[config.mk]
export PLATFORM = sky130hd
export DESIGN_NAME = round_robin_task_scheduler
export DESIGN_NICKNAME = d
export VERILOG_FILES = /design/src/hdl/rrts_pkg.sv /design/src/hdl/rrts_ram.sv /design/src/hdl/rrts_ctrl.sv /design/src/hdl/round_robin_task_scheduler.sv
export SDC_FILE = /design/constraint.sdc
export NUM_CORES = 1
export LEC_CHECK = 0
export BUFFER_PORTS_ARGS = -buffer_cell sky130_fd_sc_hd__buf_2
export CAP_MARGIN = 15
export CORE_MARGIN = 2
export CORE_UTILIZATION = 35
export DETAILED_ROUTE_END_ITERATION = 16
export PLACE_DENSITY = 0.59
export RECOVER_POWER = 100
export SYNTH_ARGS = -nofsm -noshare
export SYNTH_HDL_FRONTEND = slang
export SYNTH_HIERARCHICAL = 1
export SYNTH_SLANG_ARGS = --single-unit
[constraint.sdc]
create_clock -name clk -period 8.15 [get_ports clk]
set_input_delay 1.63 -clock clk [delete_from_list [all_inputs] [get_ports clk]]
set_output_delay 1.63 -clock clk [all_outputs]
set_load 0.005 [all_outputs]
[src/hdl/rrts_pkg.sv]
`default_nettype none
// ---------------------------------------------------------------------------
// rrts_pkg
// shared types, codes and sizes of the round-robin task scheduler
// ---------------------------------------------------------------------------
package rrts_pkg;

	localparam int SLOT_W    = 4;
	localparam int MAX_TASKS = 1 << SLOT_W;
	localparam int ACT_W     = 4;
	localparam int DEPTH_W   = 8;
	localparam int STATE_W   = 2;
	localparam int STEP_W    = $clog2(MAX_TASKS + 1);

	typedef logic [SLOT_W-1:0]  slot_t;
	typedef logic [DEPTH_W-1:0] depth_t;
	typedef logic [STATE_W-1:0] slot_st_t;

	// scheduler events
	localparam logic [ACT_W-1:0] ACT_TICK    = 4'd0;
	localparam logic [ACT_W-1:0] ACT_YIELD   = 4'd1;
	localparam logic [ACT_W-1:0] ACT_BLOCK   = 4'd2;
	localparam logic [ACT_W-1:0] ACT_UNBLOCK = 4'd3;
	localparam logic [ACT_W-1:0] ACT_CREATE  = 4'd4;
	localparam logic [ACT_W-1:0] ACT_EXIT    = 4'd5;
	localparam logic [ACT_W-1:0] ACT_PRE_OFF = 4'd6;
	localparam logic [ACT_W-1:0] ACT_PRE_ON  = 4'd7;
	localparam logic [ACT_W-1:0] ACT_SWITCH  = 4'd8;

	// per-slot task state
	localparam slot_st_t SS_FREE    = 2'd0;
	localparam slot_st_t SS_READY   = 2'd1;
	localparam slot_st_t SS_RUNNING = 2'd2;
	localparam slot_st_t SS_BLOCKED = 2'd3;

	localparam depth_t DEPTH_MAX = '1;

	typedef enum logic [1:0] {
		STAT_OK     = 2'd0,
		STAT_NOFREE = 2'd1,
		STAT_HALT   = 2'd2,
		STAT_DEFER  = 2'd3
	} rrts_status_t;

	typedef struct packed {
		logic [ACT_W-1:0] action;
		slot_t            target_slot;
	} rrts_ev_t;

	typedef struct packed {
		slot_t        current_slot;
		logic         switched;
		slot_t        new_slot;
		rrts_status_t status;
	} rrts_res_t;

endpackage
`default_nettype wire

[src/hdl/rrts_ram.sv]
`default_nettype none
// ---------------------------------------------------------------------------
// rrts_ram
// generic one-write one-read ram, registered read, old data on collision
// ---------------------------------------------------------------------------
module rrts_ram #(
	parameter int WIDTH = 8,
	parameter int DEPTH = 16
) (
	input  wire logic                     clk,
	input  wire logic                     we,
	input  wire logic [$clog2(DEPTH)-1:0] waddr,
	input  wire logic [WIDTH-1:0]         wdata,
	input  wire logic [$clog2(DEPTH)-1:0] raddr,
	output logic      [WIDTH-1:0]         rdata
);

	logic [WIDTH-1:0] mem_q [DEPTH];

	always_ff @(posedge clk) begin
		if (we) begin
			mem_q[waddr] <= wdata;
		end
		rdata <= mem_q[raddr];
	end

endmodule
`default_nettype wire

[src/hdl/rrts_ctrl.sv]
`default_nettype none
// ---------------------------------------------------------------------------
// rrts_ctrl
// event sequencer over the slot-state, ring and preemption-depth rams
// ---------------------------------------------------------------------------
module rrts_ctrl (
	input  wire logic              clk,
	input  wire logic              arst_n,
	input  wire logic              start,
	input  wire rrts_pkg::rrts_ev_t ev,
	output logic                   idle,
	output logic                   res_vld,
	input  wire logic              res_take,
	output rrts_pkg::rrts_res_t    res
);

	import rrts_pkg::*;

	typedef enum logic [2:0] {
		S_IDLE,
		S_FIRST,
		S_WALK,
		S_EXIT_WALK,
		S_EXIT2,
		S_LINK,
		S_SW2,
		S_DONE
	} state_t;

	state_t           state_q;
	logic [ACT_W-1:0] act_q;
	slot_t            tgt_q;
	slot_t            running_q;
	logic             halted_q;
	logic [MAX_TASKS-1:0] free_q;
	logic [MAX_TASKS-1:0] st_vld_q;
	logic [MAX_TASKS-1:0] nx_vld_q;
	logic [MAX_TASKS-1:0] dp_vld_q;
	slot_st_t         cur_st_q;
	slot_t            n_q;
	slot_t            succ_q;
	logic [STEP_W-1:0] step_q;
	slot_t            new_slot_q;
	logic             switched_q;
	rrts_status_t     status_q;
	slot_t            ra_q;

	// ram ports
	slot_t    ra;
	logic     st_we, nx_we, dp_we;
	slot_t    st_wa, nx_wa, dp_wa;
	slot_st_t st_wd, st_rdata, st_rd;
	slot_t    nx_wd, nx_rdata, nx_rd;
	depth_t   dp_wd, dp_rdata, dp_rd;

	slot_t cur;
	slot_t free_idx;
	logic  free_any;
	logic  walk_self, walk_ready, walk_end;
	logic  exit_found, exit_end;

	rrts_ram #(.WIDTH(STATE_W), .DEPTH(MAX_TASKS)) u_st_ram (
		.clk(clk), .we(st_we), .waddr(st_wa), .wdata(st_wd), .raddr(ra), .rdata(st_rdata)
	);

	rrts_ram #(.WIDTH(SLOT_W), .DEPTH(MAX_TASKS)) u_nx_ram (
		.clk(clk), .we(nx_we), .waddr(nx_wa), .wdata(nx_wd), .raddr(ra), .rdata(nx_rdata)
	);

	rrts_ram #(.WIDTH(DEPTH_W), .DEPTH(MAX_TASKS)) u_dp_ram (
		.clk(clk), .we(dp_we), .waddr(dp_wa), .wdata(dp_wd), .raddr(ra), .rdata(dp_rdata)
	);

	// entries never written read as their reset value
	assign st_rd = st_vld_q[ra_q] ? st_rdata : ((ra_q == '0) ? SS_RUNNING : SS_FREE);
	assign nx_rd = nx_vld_q[ra_q] ? nx_rdata : '0;
	assign dp_rd = dp_vld_q[ra_q] ? dp_rdata : '0;

	assign cur = running_q;

	// lowest free slot
	always_comb begin
		free_idx = '0;
		for (int i = MAX_TASKS - 1; i >= 0; i--) begin
			if (free_q[i]) begin
				free_idx = SLOT_W'(i);
			end
		end
	end
	assign free_any = |free_q;

	assign walk_self  = (n_q == cur);
	assign walk_ready = (st_rd == SS_READY);
	assign walk_end   = (step_q == STEP_W'(MAX_TASKS));
	assign exit_found = (nx_rd == cur);
	assign exit_end   = (step_q == STEP_W'(MAX_TASKS - 1));

	// read address and write ports
	always_comb begin
		ra    = running_q;
		st_we = 1'b0;
		st_wa = cur;
		st_wd = SS_FREE;
		nx_we = 1'b0;
		nx_wa = cur;
		nx_wd = '0;
		dp_we = 1'b0;
		dp_wa = cur;
		dp_wd = '0;
		case (state_q)
			S_IDLE: begin
				if (start) begin
					ra = (ev.action == ACT_UNBLOCK) ? ev.target_slot : running_q;
					if (!halted_q && ev.action == ACT_BLOCK) begin
						st_we = 1'b1;
						st_wd = SS_BLOCKED;
					end
				end
			end
			S_FIRST: begin
				ra = nx_rd;
				case (act_q)
					ACT_UNBLOCK: begin
						if (st_rd == SS_BLOCKED) begin
							st_we = 1'b1;
							st_wa = tgt_q;
							st_wd = SS_READY;
						end
					end
					ACT_CREATE: begin
						nx_we = 1'b1;
						nx_wa = free_idx;
						nx_wd = nx_rd;
						st_we = 1'b1;
						st_wa = free_idx;
						st_wd = SS_READY;
						dp_we = 1'b1;
						dp_wa = free_idx;
						dp_wd = '0;
					end
					ACT_PRE_OFF: begin
						if (dp_rd != DEPTH_MAX) begin
							dp_we = 1'b1;
							dp_wd = dp_rd + DEPTH_W'(1);
						end
					end
					ACT_PRE_ON: begin
						if (dp_rd != '0) begin
							dp_we = 1'b1;
							dp_wd = dp_rd - DEPTH_W'(1);
						end
					end
					ACT_SWITCH: begin
						if (tgt_q != cur && !free_q[tgt_q] && st_rd == SS_RUNNING) begin
							st_we = 1'b1;
							st_wd = SS_READY;
						end
					end
					default: begin
					end
				endcase
			end
			S_WALK: begin
				ra = nx_rd;
				if (walk_self || (!walk_ready && walk_end)) begin
					if (cur_st_q == SS_READY) begin
						st_we = 1'b1;
						st_wd = SS_RUNNING;
					end
				end else if (walk_ready) begin
					if (cur_st_q == SS_RUNNING) begin
						st_we = 1'b1;
						st_wd = SS_READY;
					end
				end
			end
			S_EXIT_WALK: begin
				ra = nx_rd;
				if (exit_found && n_q != cur) begin
					nx_we = 1'b1;
					nx_wa = n_q;
					nx_wd = succ_q;
					st_we = 1'b1;
					st_wd = SS_FREE;
					dp_we = 1'b1;
					dp_wd = '0;
				end
			end
			S_EXIT2: begin
				nx_we = 1'b1;
				nx_wd = '0;
				st_we = 1'b1;
				st_wa = succ_q;
				st_wd = SS_RUNNING;
			end
			S_LINK: begin
				nx_we = 1'b1;
				nx_wd = new_slot_q;
			end
			S_SW2: begin
				st_we = 1'b1;
				st_wa = tgt_q;
				st_wd = SS_RUNNING;
			end
			default: begin
			end
		endcase
	end

	always_ff @(posedge clk or negedge arst_n) begin
		if (!arst_n) begin
			state_q    <= S_IDLE;
			act_q      <= ACT_TICK;
			tgt_q      <= '0;
			running_q  <= '0;
			halted_q   <= 1'b0;
			free_q     <= ~MAX_TASKS'(1);
			st_vld_q   <= '0;
			nx_vld_q   <= '0;
			dp_vld_q   <= '0;
			cur_st_q   <= SS_FREE;
			n_q        <= '0;
			succ_q     <= '0;
			step_q     <= '0;
			new_slot_q <= '0;
			switched_q <= 1'b0;
			status_q   <= STAT_OK;
			ra_q       <= '0;
		end else begin
			ra_q <= ra;
			if (st_we) begin
				st_vld_q[st_wa] <= 1'b1;
			end
			if (nx_we) begin
				nx_vld_q[nx_wa] <= 1'b1;
			end
			if (dp_we) begin
				dp_vld_q[dp_wa] <= 1'b1;
			end
			case (state_q)
				S_IDLE: begin
					if (start) begin
						act_q      <= ev.action;
						tgt_q      <= ev.target_slot;
						switched_q <= 1'b0;
						new_slot_q <= '0;
						status_q   <= STAT_OK;
						if (halted_q) begin
							status_q <= STAT_HALT;
							state_q  <= S_DONE;
						end else begin
							case (ev.action)
								ACT_TICK, ACT_YIELD, ACT_UNBLOCK, ACT_EXIT,
								ACT_PRE_OFF, ACT_PRE_ON, ACT_SWITCH: begin
									state_q <= S_FIRST;
								end
								ACT_BLOCK: begin
									cur_st_q <= SS_BLOCKED;
									state_q  <= S_FIRST;
								end
								ACT_CREATE: begin
									if (free_any) begin
										state_q <= S_FIRST;
									end else begin
										status_q <= STAT_NOFREE;
										state_q  <= S_DONE;
									end
								end
								default: begin
									state_q <= S_DONE;
								end
							endcase
						end
					end
				end
				S_FIRST: begin
					case (act_q)
						ACT_TICK, ACT_YIELD, ACT_BLOCK: begin
							if (act_q == ACT_TICK && dp_rd != '0) begin
								status_q <= STAT_DEFER;
								state_q  <= S_DONE;
							end else begin
								if (act_q != ACT_BLOCK) begin
									cur_st_q <= st_rd;
								end
								n_q     <= nx_rd;
								step_q  <= '0;
								state_q <= S_WALK;
							end
						end
						ACT_EXIT: begin
							succ_q <= nx_rd;
							if (nx_rd == cur) begin
								halted_q <= 1'b1;
								status_q <= STAT_HALT;
								state_q  <= S_DONE;
							end else begin
								n_q     <= nx_rd;
								step_q  <= STEP_W'(1);
								state_q <= S_EXIT_WALK;
							end
						end
						ACT_CREATE: begin
							new_slot_q       <= free_idx;
							free_q[free_idx] <= 1'b0;
							state_q          <= S_LINK;
						end
						ACT_SWITCH: begin
							if (tgt_q != cur && !free_q[tgt_q]) begin
								state_q <= S_SW2;
							end else begin
								state_q <= S_DONE;
							end
						end
						default: begin
							state_q <= S_DONE;
						end
					endcase
				end
				S_WALK: begin
					if (walk_self || (!walk_ready && walk_end)) begin
						state_q <= S_DONE;
					end else if (walk_ready) begin
						tgt_q   <= n_q;
						state_q <= S_SW2;
					end else begin
						n_q    <= nx_rd;
						step_q <= step_q + STEP_W'(1);
					end
				end
				S_EXIT_WALK: begin
					if (exit_found) begin
						if (n_q == cur) begin
							halted_q <= 1'b1;
							status_q <= STAT_HALT;
							state_q  <= S_DONE;
						end else begin
							free_q[cur] <= 1'b1;
							state_q     <= S_EXIT2;
						end
					end else if (exit_end) begin
						halted_q <= 1'b1;
						status_q <= STAT_HALT;
						state_q  <= S_DONE;
					end else begin
						n_q    <= nx_rd;
						step_q <= step_q + STEP_W'(1);
					end
				end
				S_EXIT2: begin
					running_q  <= succ_q;
					switched_q <= 1'b1;
					state_q    <= S_DONE;
				end
				S_LINK: begin
					state_q <= S_DONE;
				end
				S_SW2: begin
					running_q  <= tgt_q;
					switched_q <= 1'b1;
					state_q    <= S_DONE;
				end
				S_DONE: begin
					if (res_take) begin
						state_q <= S_IDLE;
					end
				end
				default: begin
					state_q <= S_IDLE;
				end
			endcase
		end
	end

	assign idle             = (state_q == S_IDLE);
	assign res_vld          = (state_q == S_DONE);
	assign res.current_slot = running_q;
	assign res.switched     = switched_q;
	assign res.new_slot     = new_slot_q;
	assign res.status       = status_q;

	// the running task never sits on a free slot between events
	a_run_not_free: assert property (@(posedge clk) disable iff (!arst_n)
		(state_q == S_IDLE) |-> !free_q[running_q])
		else $error("running slot is marked free");

	// halt is final
	a_halt_sticks: assert property (@(posedge clk) disable iff (!arst_n)
		halted_q |=> halted_q)
		else $error("halted flag dropped");

	// walks are bounded by the table size
	a_step_bound: assert property (@(posedge clk) disable iff (!arst_n)
		step_q <= STEP_W'(MAX_TASKS))
		else $error("ring walk ran past the table");

	// a deferred tick or a failed create never changes the running task
	a_no_switch_on_err: assert property (@(posedge clk) disable iff (!arst_n)
		(res_vld && (status_q == STAT_DEFER || status_q == STAT_NOFREE)) |-> !switched_q)
		else $error("switch reported with deferred tick or failed create");

endmodule
`default_nettype wire

[src/hdl/round_robin_task_scheduler.sv]
`default_nettype none
// ---------------------------------------------------------------------------
// round_robin_task_scheduler
// task-slot table with a ring order, slot states and preemption depth
// ---------------------------------------------------------------------------
// Takes one scheduler event per beat on the event channel and answers with
// one beat on the result channel. Slot state, ring links and preemption
// depth live in three small rams with registered reads; a sequencer reads,
// updates and writes them back. Events are handled one at a time: simple
// events (unblock, preemption on or off, switch, create) finish without a
// ring walk; tick, yield and block walk the ring one slot a cycle through
// the ring ram's read port; exit searches the ring for the predecessor the
// same way. No clearing pass is needed after reset: unwritten ram entries
// read as their reset values. A result waits in an output register, so the
// next event is taken while the previous result is still stalled. Once the
// last task exits the block stays halted and answers every event with
// status 2.
// ---------------------------------------------------------------------------
module round_robin_task_scheduler (
	input  wire logic                        clk,
	input  wire logic                        arst_n,
	// event channel
	input  wire logic                        event_valid,
	output logic                             event_stall,
	input  wire logic [rrts_pkg::ACT_W-1:0]  action,
	input  wire rrts_pkg::slot_t             target_slot,
	// result channel
	output logic                             result_valid,
	input  wire logic                        result_stall,
	output rrts_pkg::slot_t                  current_slot,
	output logic                             switched,
	output rrts_pkg::slot_t                  new_slot,
	output logic [1:0]                       status
);

	import rrts_pkg::*;

	logic      ctrl_idle;
	logic      res_vld;
	logic      res_take;
	rrts_ev_t  ev;
	rrts_res_t res;
	rrts_res_t out_q;
	logic      out_full_q;
	logic      ev_beat;

	// new events only while the sequencer is idle
	assign event_stall = !ctrl_idle;
	assign ev_beat     = event_valid && !event_stall;

	assign ev.action      = action;
	assign ev.target_slot = target_slot;

	rrts_ctrl u_ctrl (
		.clk      (clk),
		.arst_n   (arst_n),
		.start    (ev_beat),
		.ev       (ev),
		.idle     (ctrl_idle),
		.res_vld  (res_vld),
		.res_take (res_take),
		.res      (res)
	);

	// output register: loads when empty or being drained this cycle
	assign res_take = res_vld && (!out_full_q || !result_stall);

	always_ff @(posedge clk or negedge arst_n) begin
		if (!arst_n) begin
			out_full_q <= 1'b0;
			out_q      <= '0;
		end else begin
			if (res_take) begin
				out_full_q <= 1'b1;
				out_q      <= res;
			end else if (!result_stall) begin
				out_full_q <= 1'b0;
			end
		end
	end

	assign result_valid = out_full_q;
	assign current_slot = out_q.current_slot;
	assign switched     = out_q.switched;
	assign new_slot     = out_q.new_slot;
	assign status       = 2'(out_q.status);

endmodule
`default_nettype wire
* After elaboration in Yosys (flattened, before gate mapping)
Memories as Yosys holds them, arrays and structs flattened. A register that Yosys moved wholly into a read port is not among the register bits.
Index checks and enable logic that the tools add are counted.
** Word-level totals
- Bits in registers :: 118
- Bits in writable memories :: 224
- Input port bits :: 12
- Output and inout bits :: 13
- Memories :: 3
** Memory list
- u_ctrl.u_dp_ram.mem_q :: depth 16, bits a word 8, read ports 1, clocked after Yosys merged registers in 1, write ports 1, RTL line rrts_ram.sv:18 : logic [WIDTH-1:0] mem_q [DEPTH];
- u_ctrl.u_nx_ram.mem_q :: depth 16, bits a word 4, read ports 1, clocked after Yosys merged registers in 1, write ports 1, RTL line rrts_ram.sv:18
- u_ctrl.u_st_ram.mem_q :: depth 16, bits a word 2, read ports 1, clocked after Yosys merged registers in 1, write ports 1, RTL line rrts_ram.sv:18
** Operators by class
- Add/subtract/negate cells :: 3
- Magnitude comparators :: 12
- Equal/unequal tests :: 62
- Multiplexer cells :: 159
- Bitwise gates (word level) :: 6
- Reductions and logical operators :: 51
** Operators by type and width (number)
- 4-bit 2-to-1 mux :: 36
- 16-bit bitwise OR :: 4
- 4-bit case mux with 2 select lines :: 7
- 16-bit 2-to-1 mux :: 3
- 2-bit 2-to-1 mux :: 22
- 1-bit 2-to-1 mux :: 40
- 4-bit case mux with 3 select lines :: 3
- 4-bit by 5-bit < comparator with 1-bit output (second input constant) :: 7
- 4-bit by 3-bit equality test with 1-bit output (second input constant) :: 8
- 8-bit 2-to-1 mux :: 4
- 16-bit case mux with 2 select lines :: 1
- 3-bit 2-to-1 mux :: 10
- 5-bit 2-to-1 mux :: 6
- 1-bit demux with 4-bit select :: 5
- 4-bit by 1-bit greater-or-equal comparator with 1-bit output (second input constant) :: 5
- 2-bit != test (second input constant) :: 10
- 3-bit case mux with 6 select lines :: 1
- 16-bit bitwise AND :: 1
- 1-bit binary-select mux with 4-bit select :: 4
- 4-bit by 2-bit equality test with 1-bit output (second input constant) :: 4
- 2-bit by 1-bit != test with 1-bit output (second input constant) :: 8
- 16-bit inverter :: 1
- 8-bit case mux with 2 select lines :: 1
- 16-bit OR reduction :: 1
- other kinds (46) :: 101

* Depth between registers and ports, before layout
- Depth in word-level cells :: 24
- Depth in mapped cells :: 16
- Depth with buffers taken out :: 13

* Hierarchy
Netlist, hierarchy kept.
** By module, submodules not included
- rrts_ctrl :: instances 1, cells an instance 757, area each 6950.4 sq um
- rrts_ram (u_ctrl.u_dp_ram) :: instances 1, cells an instance 229, area each 5147.4 sq um
- rrts_ram (u_ctrl.u_nx_ram) :: instances 1, cells an instance 130, area each 2666.3 sq um
- rrts_ram (u_ctrl.u_st_ram) :: instances 1, cells an instance 78, area each 1380.1 sq um
- round_robin_task_scheduler :: instances 1, cells an instance 28, area each 515.5 sq um

* Worst setup path before layout
OpenSTA, ideal clock, no wires.
- Kind :: register to register
- Start :: register u_ctrl.ra_q[0]
- End :: memory u_ctrl.u_dp_ram.mem_q[0][0] (enable)
- Data arrival time :: 3.959 ns
- Path slack :: 3.807 ns
- Cell stages (with the launch flop) :: 17
- Buffers on the path :: 3
- Period minus slack after synthesis :: 4.343 ns
- Cells stage by stage :: dfrtp_1 -> buf_2 -> buf_4 -> mux4_2 -> nand3b_1 -> nand3_1 -> clkbuf_1 -> nand2_1 -> inv_1 -> ha_1 -> nand3_1 -> nor2_1 -> a41oi_1 -> o21ai_1 -> nand2_1 -> or3b_2 -> nor3_1
** Between the ends
- Longest elaborated chain between the ends :: 9
** RTL lines
- from (decl) :: RTL line rrts_ctrl.sv:46 : slot_t ra_q;
- from (signal assigned) :: RTL line rrts_ctrl.sv:230 : ra_q <= ra;
- 1-bit binary-select mux with 4-bit select, on equally long branches :: RTL line rrts_ctrl.sv:77, rrts_ctrl.sv:76
- 1-bit 2-to-1 mux, on equally long branches :: RTL line rrts_ctrl.sv:77, rrts_ctrl.sv:76
- 8-bit 2-to-1 mux / 4-bit 2-to-1 mux (equally long branches) :: RTL line rrts_ctrl.sv:77, rrts_ctrl.sv:76
- 8-bit != test (tied with other cells) :: RTL line rrts_ctrl.sv:142 : if (dp_rd != DEPTH_MAX) begin
- 1-bit 2-to-1 mux (tied with other cells) :: RTL line rrts_ctrl.sv:142
- 1-bit case mux with 3 select lines / 1-bit 2-to-1 mux (equally long branches) :: RTL line rrts_ctrl.sv:122, rrts_ctrl.sv:179
- 1-bit case mux with 2 select lines * :: RTL line rrts_ctrl.sv:110 : case (state_q)
- net u_ctrl.dp_we :: RTL line rrts_ctrl.sv:50 : logic st_we, nx_we, dp_we;
- 1-bit 2-to-1 mux * :: RTL line rrts_ram.sv:21 : if (we) begin
- 1-bit 2-to-1 mux (not written as such) * :: RTL line rrts_ram.sv:22 : mem_q[waddr] <= wdata;
- to (decl) :: RTL line rrts_ram.sv:18
The timed path passes the listed nets; every way through them passes the cells marked *. The select of a mux whose other input is x is not followed.

* Final worst setup path
- Start :: input port event_valid
- End :: register u_ctrl.u_dp_ram.rdata[2] (read register of u_ctrl.u_dp_ram.mem_q)
** Between the ends
- Longest elaborated chain between the ends :: 3
** RTL lines
- from (decl) :: RTL line round_robin_task_scheduler.sv:23 : input wire logic event_valid,
- 1-bit logical AND :: RTL line round_robin_task_scheduler.sv:49 : assign ev_beat = event_valid && !event_stall;
- net ev_beat :: RTL line round_robin_task_scheduler.sv:45 : logic ev_beat;
- 4-bit 2-to-1 mux :: RTL line rrts_ctrl.sv:112 : if (start) begin
- 4-bit case mux with 2 select lines :: RTL line rrts_ctrl.sv:110
- net u_ctrl.ra[1] :: RTL line rrts_ctrl.sv:49 : slot_t ra;
- to (decl) :: RTL line rrts_ram.sv:15 : output logic [WIDTH-1:0] rdata
The timed path passes the listed nets, and every way through them passes these cells.
A chain may end at the register's enable or synchronous reset.

==> key figures <==
Setup path
  – Crit path arrival time: 6.78 ns
  – Worst endpoint required time: 8.58 ns
  – Critical path class: in2reg
  – Setup crit start: event_valid
  – CP startpoint kind: primary input
  – RR Startpoint: u_ctrl/state_q[2]
  – CP Capture Type: register
  – Critical-path maximum fanout: 57

Logic synthesis
  – Most used flip-flop cell after synthesis: edfxtp_1
  – Syn Inst Count: 1222
  – Post-synth top area cell: edfxtp_1
  – Number of flops mapped to enable cells by yosys: 224
  – YS warnings: 6
  – #FFs+latches synth: 356
  – Post-Syn Nets: 1240
  – Mean post-synth cell area: 13.63 um^2
  – Share of the synthesized area in the top cell type: 0.4038
  – Area of the mapped netlist: 16660 um^2
  – Cell variety after synth: 94
  – Synth top area cells: edfxtp_1, dfrtp_1, mux4_1, mux4_2, dfstp_2
  – Synth async-reset ratio: 0.3315
  – Seq/Total Area, Yosys: 0.5989

Clock network
  – CTS max path bufs: 3
  – CTS tree: yes
  – Cts hold-fix bufs: 0
  – Post-CTS Resized: 0
  – Total CTS buffers: 39
  – Clock insertion delay at the later pin of the skew report: 0.56 ns
  – CTS Sinks: 356
  – Clk pin slew, worst setup/hold paths: 0.06 ns
  – H-Tree Level Count: 2
  – Setup bufs post-CTS: 0
  – CTS root buffer: clkbuf_16

STA
  – Setup violators final: 0
  – Final Hold Violating Endpoints: 0
  – Fmax: 157.6 MHz
  – Max Slew Vio Count: 181
  – Hold_ws: 0.4589 ns
  – Post-layout min period: 6.347 ns
  – Slew headroom: -1.300
  – Worst-Margin Slew: 3.450 ns
  – Tcrit/Tclk final: 0.7788
  – Clock skew: 0.02625 ns
  – Setup TNS: 0 ns
  – RSZ-0062 raised after global routing: no

Drt
  – Vias: 10703
  – Post-route DRC: 0
  – Drt wl/cell: 21.24 um
  – Via density: 5.687
  – Drt pass-1 iters: 5
  – Iteration-0 DRC Markers: 1053
  – Total wire length: 39980 um
  – Antenna viol nets, final: 0

Floorplan
  – Area of the core: 46750 um^2
  – Num ports: 25
  – Die Y: 222.2 um
  – DIE AREA: 49360 um^2
  – FP Rows: 79
  – Starting density of the core: 0.3563
  – Die X: 222.2 um

GRT
  – Vias in the first global route: 10703
  – Gr usage total: 0.1615
  – Grt ovf: 0
  – Initial antenna violation count: 0
  – Pin count of the biggest net entering global routing: 77
  – First-pass GRT wire length: 62670 um

Power
  – P_leak: 6.987 nW
  – P per Cell Area: 400.7 nW/um^2
  – VDD IR-drop max: 0.2616 mV
  – Tot Pwr: 0.007437 W

Layout
  – Fill count: 4347
  – Design area: 18560 um^2
  – Sequential Area: 9978 um^2
  – Utilization after layout: 0.3970
  – ANT cells: 0
  – Fin nets: 1262
  – Share of layout cells above drive strength 1: 0.1467
  – Area Overhead vs Synth: 11.41%
  – Footprint of the multi-input gates: 6172 um^2

Placed design
  – Final GP Congestion: 0.8809
  – Post-place instance area: 17360 um^2
  – Placed wire-length estimate: 26670 um
  – # port buffers: 24

Min path
  – Worst hold path type: reg2reg
  – Worst hold start: u_ctrl/dp_vld_q[15]

Outcome
  – Violated checks: max-capacitance violations, max-slew violations
  – Outcome: complete, but fails checks

Run
  – Max-cap violations: 8
-- kinds of logic after synthesis --
| kind of cell | synth area share |
|---|---|
| buffers and inverters | 0.02944 |
| adder cells (fa/ha/maj) | 0.004506 |
| XOR/XNOR | 0.01051 |
| AND/OR/NAND/NOR | 0.1087 |
| flip-flops | 0.5989 |
| AO/OA/AOI/OAI | 0.1176 |
| multiplexers | 0.1303 |
-- through the flow --
| step | setup WS, ns | cells |
|---|---|---|
| floorplan | 3.807 | 1222 |
| global placement | 2.593 | 1808 |
| detailed placement | 2.576 | 1808 |
| CTS | 2.744 | 1880 |
| global route | 1.313 | 1882 |
| finish | 1.803 | 1882 |
-- cell usage in the layout (no fill, tap or decap), types with 11 or more instances in the layout --
cell type,instances
a21o_1,21
a211oi_1,11
a22oi_1,25
buf_2,17
a41oi_1,14
inv_1,37
nor3_1,32
clkinv_2,11
nand2b_1,18
clkbuf_16,39
o22ai_1,13
mux4_2,36
a41o_1,17
nand2_1,82
dfstp_2,15
nor2_1,105
o21ai_0,27
dfxtp_1,14
nand3_1,41
clkbuf_1,20
mux2i_1,26
nor2b_1,17
dfrtp_1,103
a21oi_1,51
mux4_1,32
xnor2_1,17
nand3b_1,13
edfxtp_1,224
-- state kept, by name (all words and copies together), names as in the netlist, 5 cells and up --
register and count:
u_ctrl/u_dp_ram/mem_q 128, u_ctrl/u_nx_ram/mem_q 64, u_ctrl/u_st_ram/mem_q 32, u_ctrl/dp_vld_q 16, u_ctrl/free_q 16, u_ctrl/nx_vld_q 16
u_ctrl/st_vld_q 16, u_ctrl/u_dp_ram/rdata 8, u_ctrl/step_q 5
-- critical path, stage by stage --
cell and delay [ns]:
buf_2 0.08, and2_0 0.29, nor4bb_1 0.52, nand2_1 0.10, a21oi_1 0.40, o22ai_1 0.21, a21oi_4 0.14, clkbuf_1 2.43
mux4_1 0.53, a22oi_1 0.32, nand2_1 0.09
-- cells in the mapped netlist, types with 9 or more instances --
master,count
mux4_1,32
dfstp_2,15
nand3b_1,12
edfxtp_1,224
mux2i_1,26
mux2_2,11
nand2b_1,18
a41oi_1,14
nand2_1,82
nand3_1,41
nor3_1,31
dfxtp_1,14
a211oi_1,10
clkbuf_1,30
o22ai_1,13
a31o_1,10
a41o_1,17
o21ai_0,24
buf_2,12
a21oi_1,53
inv_1,36
nor2_1,104
a22oi_1,25
nor2b_1,17
and2_1,11
mux4_2,36
xnor2_1,17
a21o_1,21
mux2_4,9
dfrtp_1,103
-- path summary, 6_finish.rpt --
kind	to	slack, ns	cells after the start
min reg2reg	u_ctrl/dp_vld_q[15]	0.46	1
min	u_ctrl/dp_vld_q[15]	0.46	1
min in group asynchronous	current_slot[1]	1.78	1
max in group asynchronous	u_ctrl/step_q[2]	4.36	2
max reg2reg	u_ctrl/u_dp_ram/rdata[2]	1.93	11
max	u_ctrl/u_dp_ram/rdata[2]	1.80	11
-- metal layers --
metal | vias to the layer above | wire (um) | global-route usage
met5 | - | 0 | 0
met4 | 0 | 935 | 0.05449
met3 | 60 | 1998 | 0.02010
met2 | 339 | 19070 | 0.2637
met1 | 5472 | 17970 | 0.2237
li1 | 4832 | - | -
-- where the power goes --
group | internal [W] | leakage (nW) | switching [W]
Clock | 0.000998 | 0.629 | 0.000746
Combinational | 0.00124 | 2.59 | 0.00177
Sequential | 0.00225 | 3.77 | 0.000426
-- layout make-up --
cell class | instances | share of cell area
inverter | 41 | 0.008292
clock buffer | 45 | 0.05380
multi-input combinational | 767 | 0.3325
clock inverter | 27 | 0.01550
timing repair buffer | 39 | 0.01133
tap | 607 | 0.04092
sequential | 356 | 0.5376
Power figures use the tool's default switching activity.
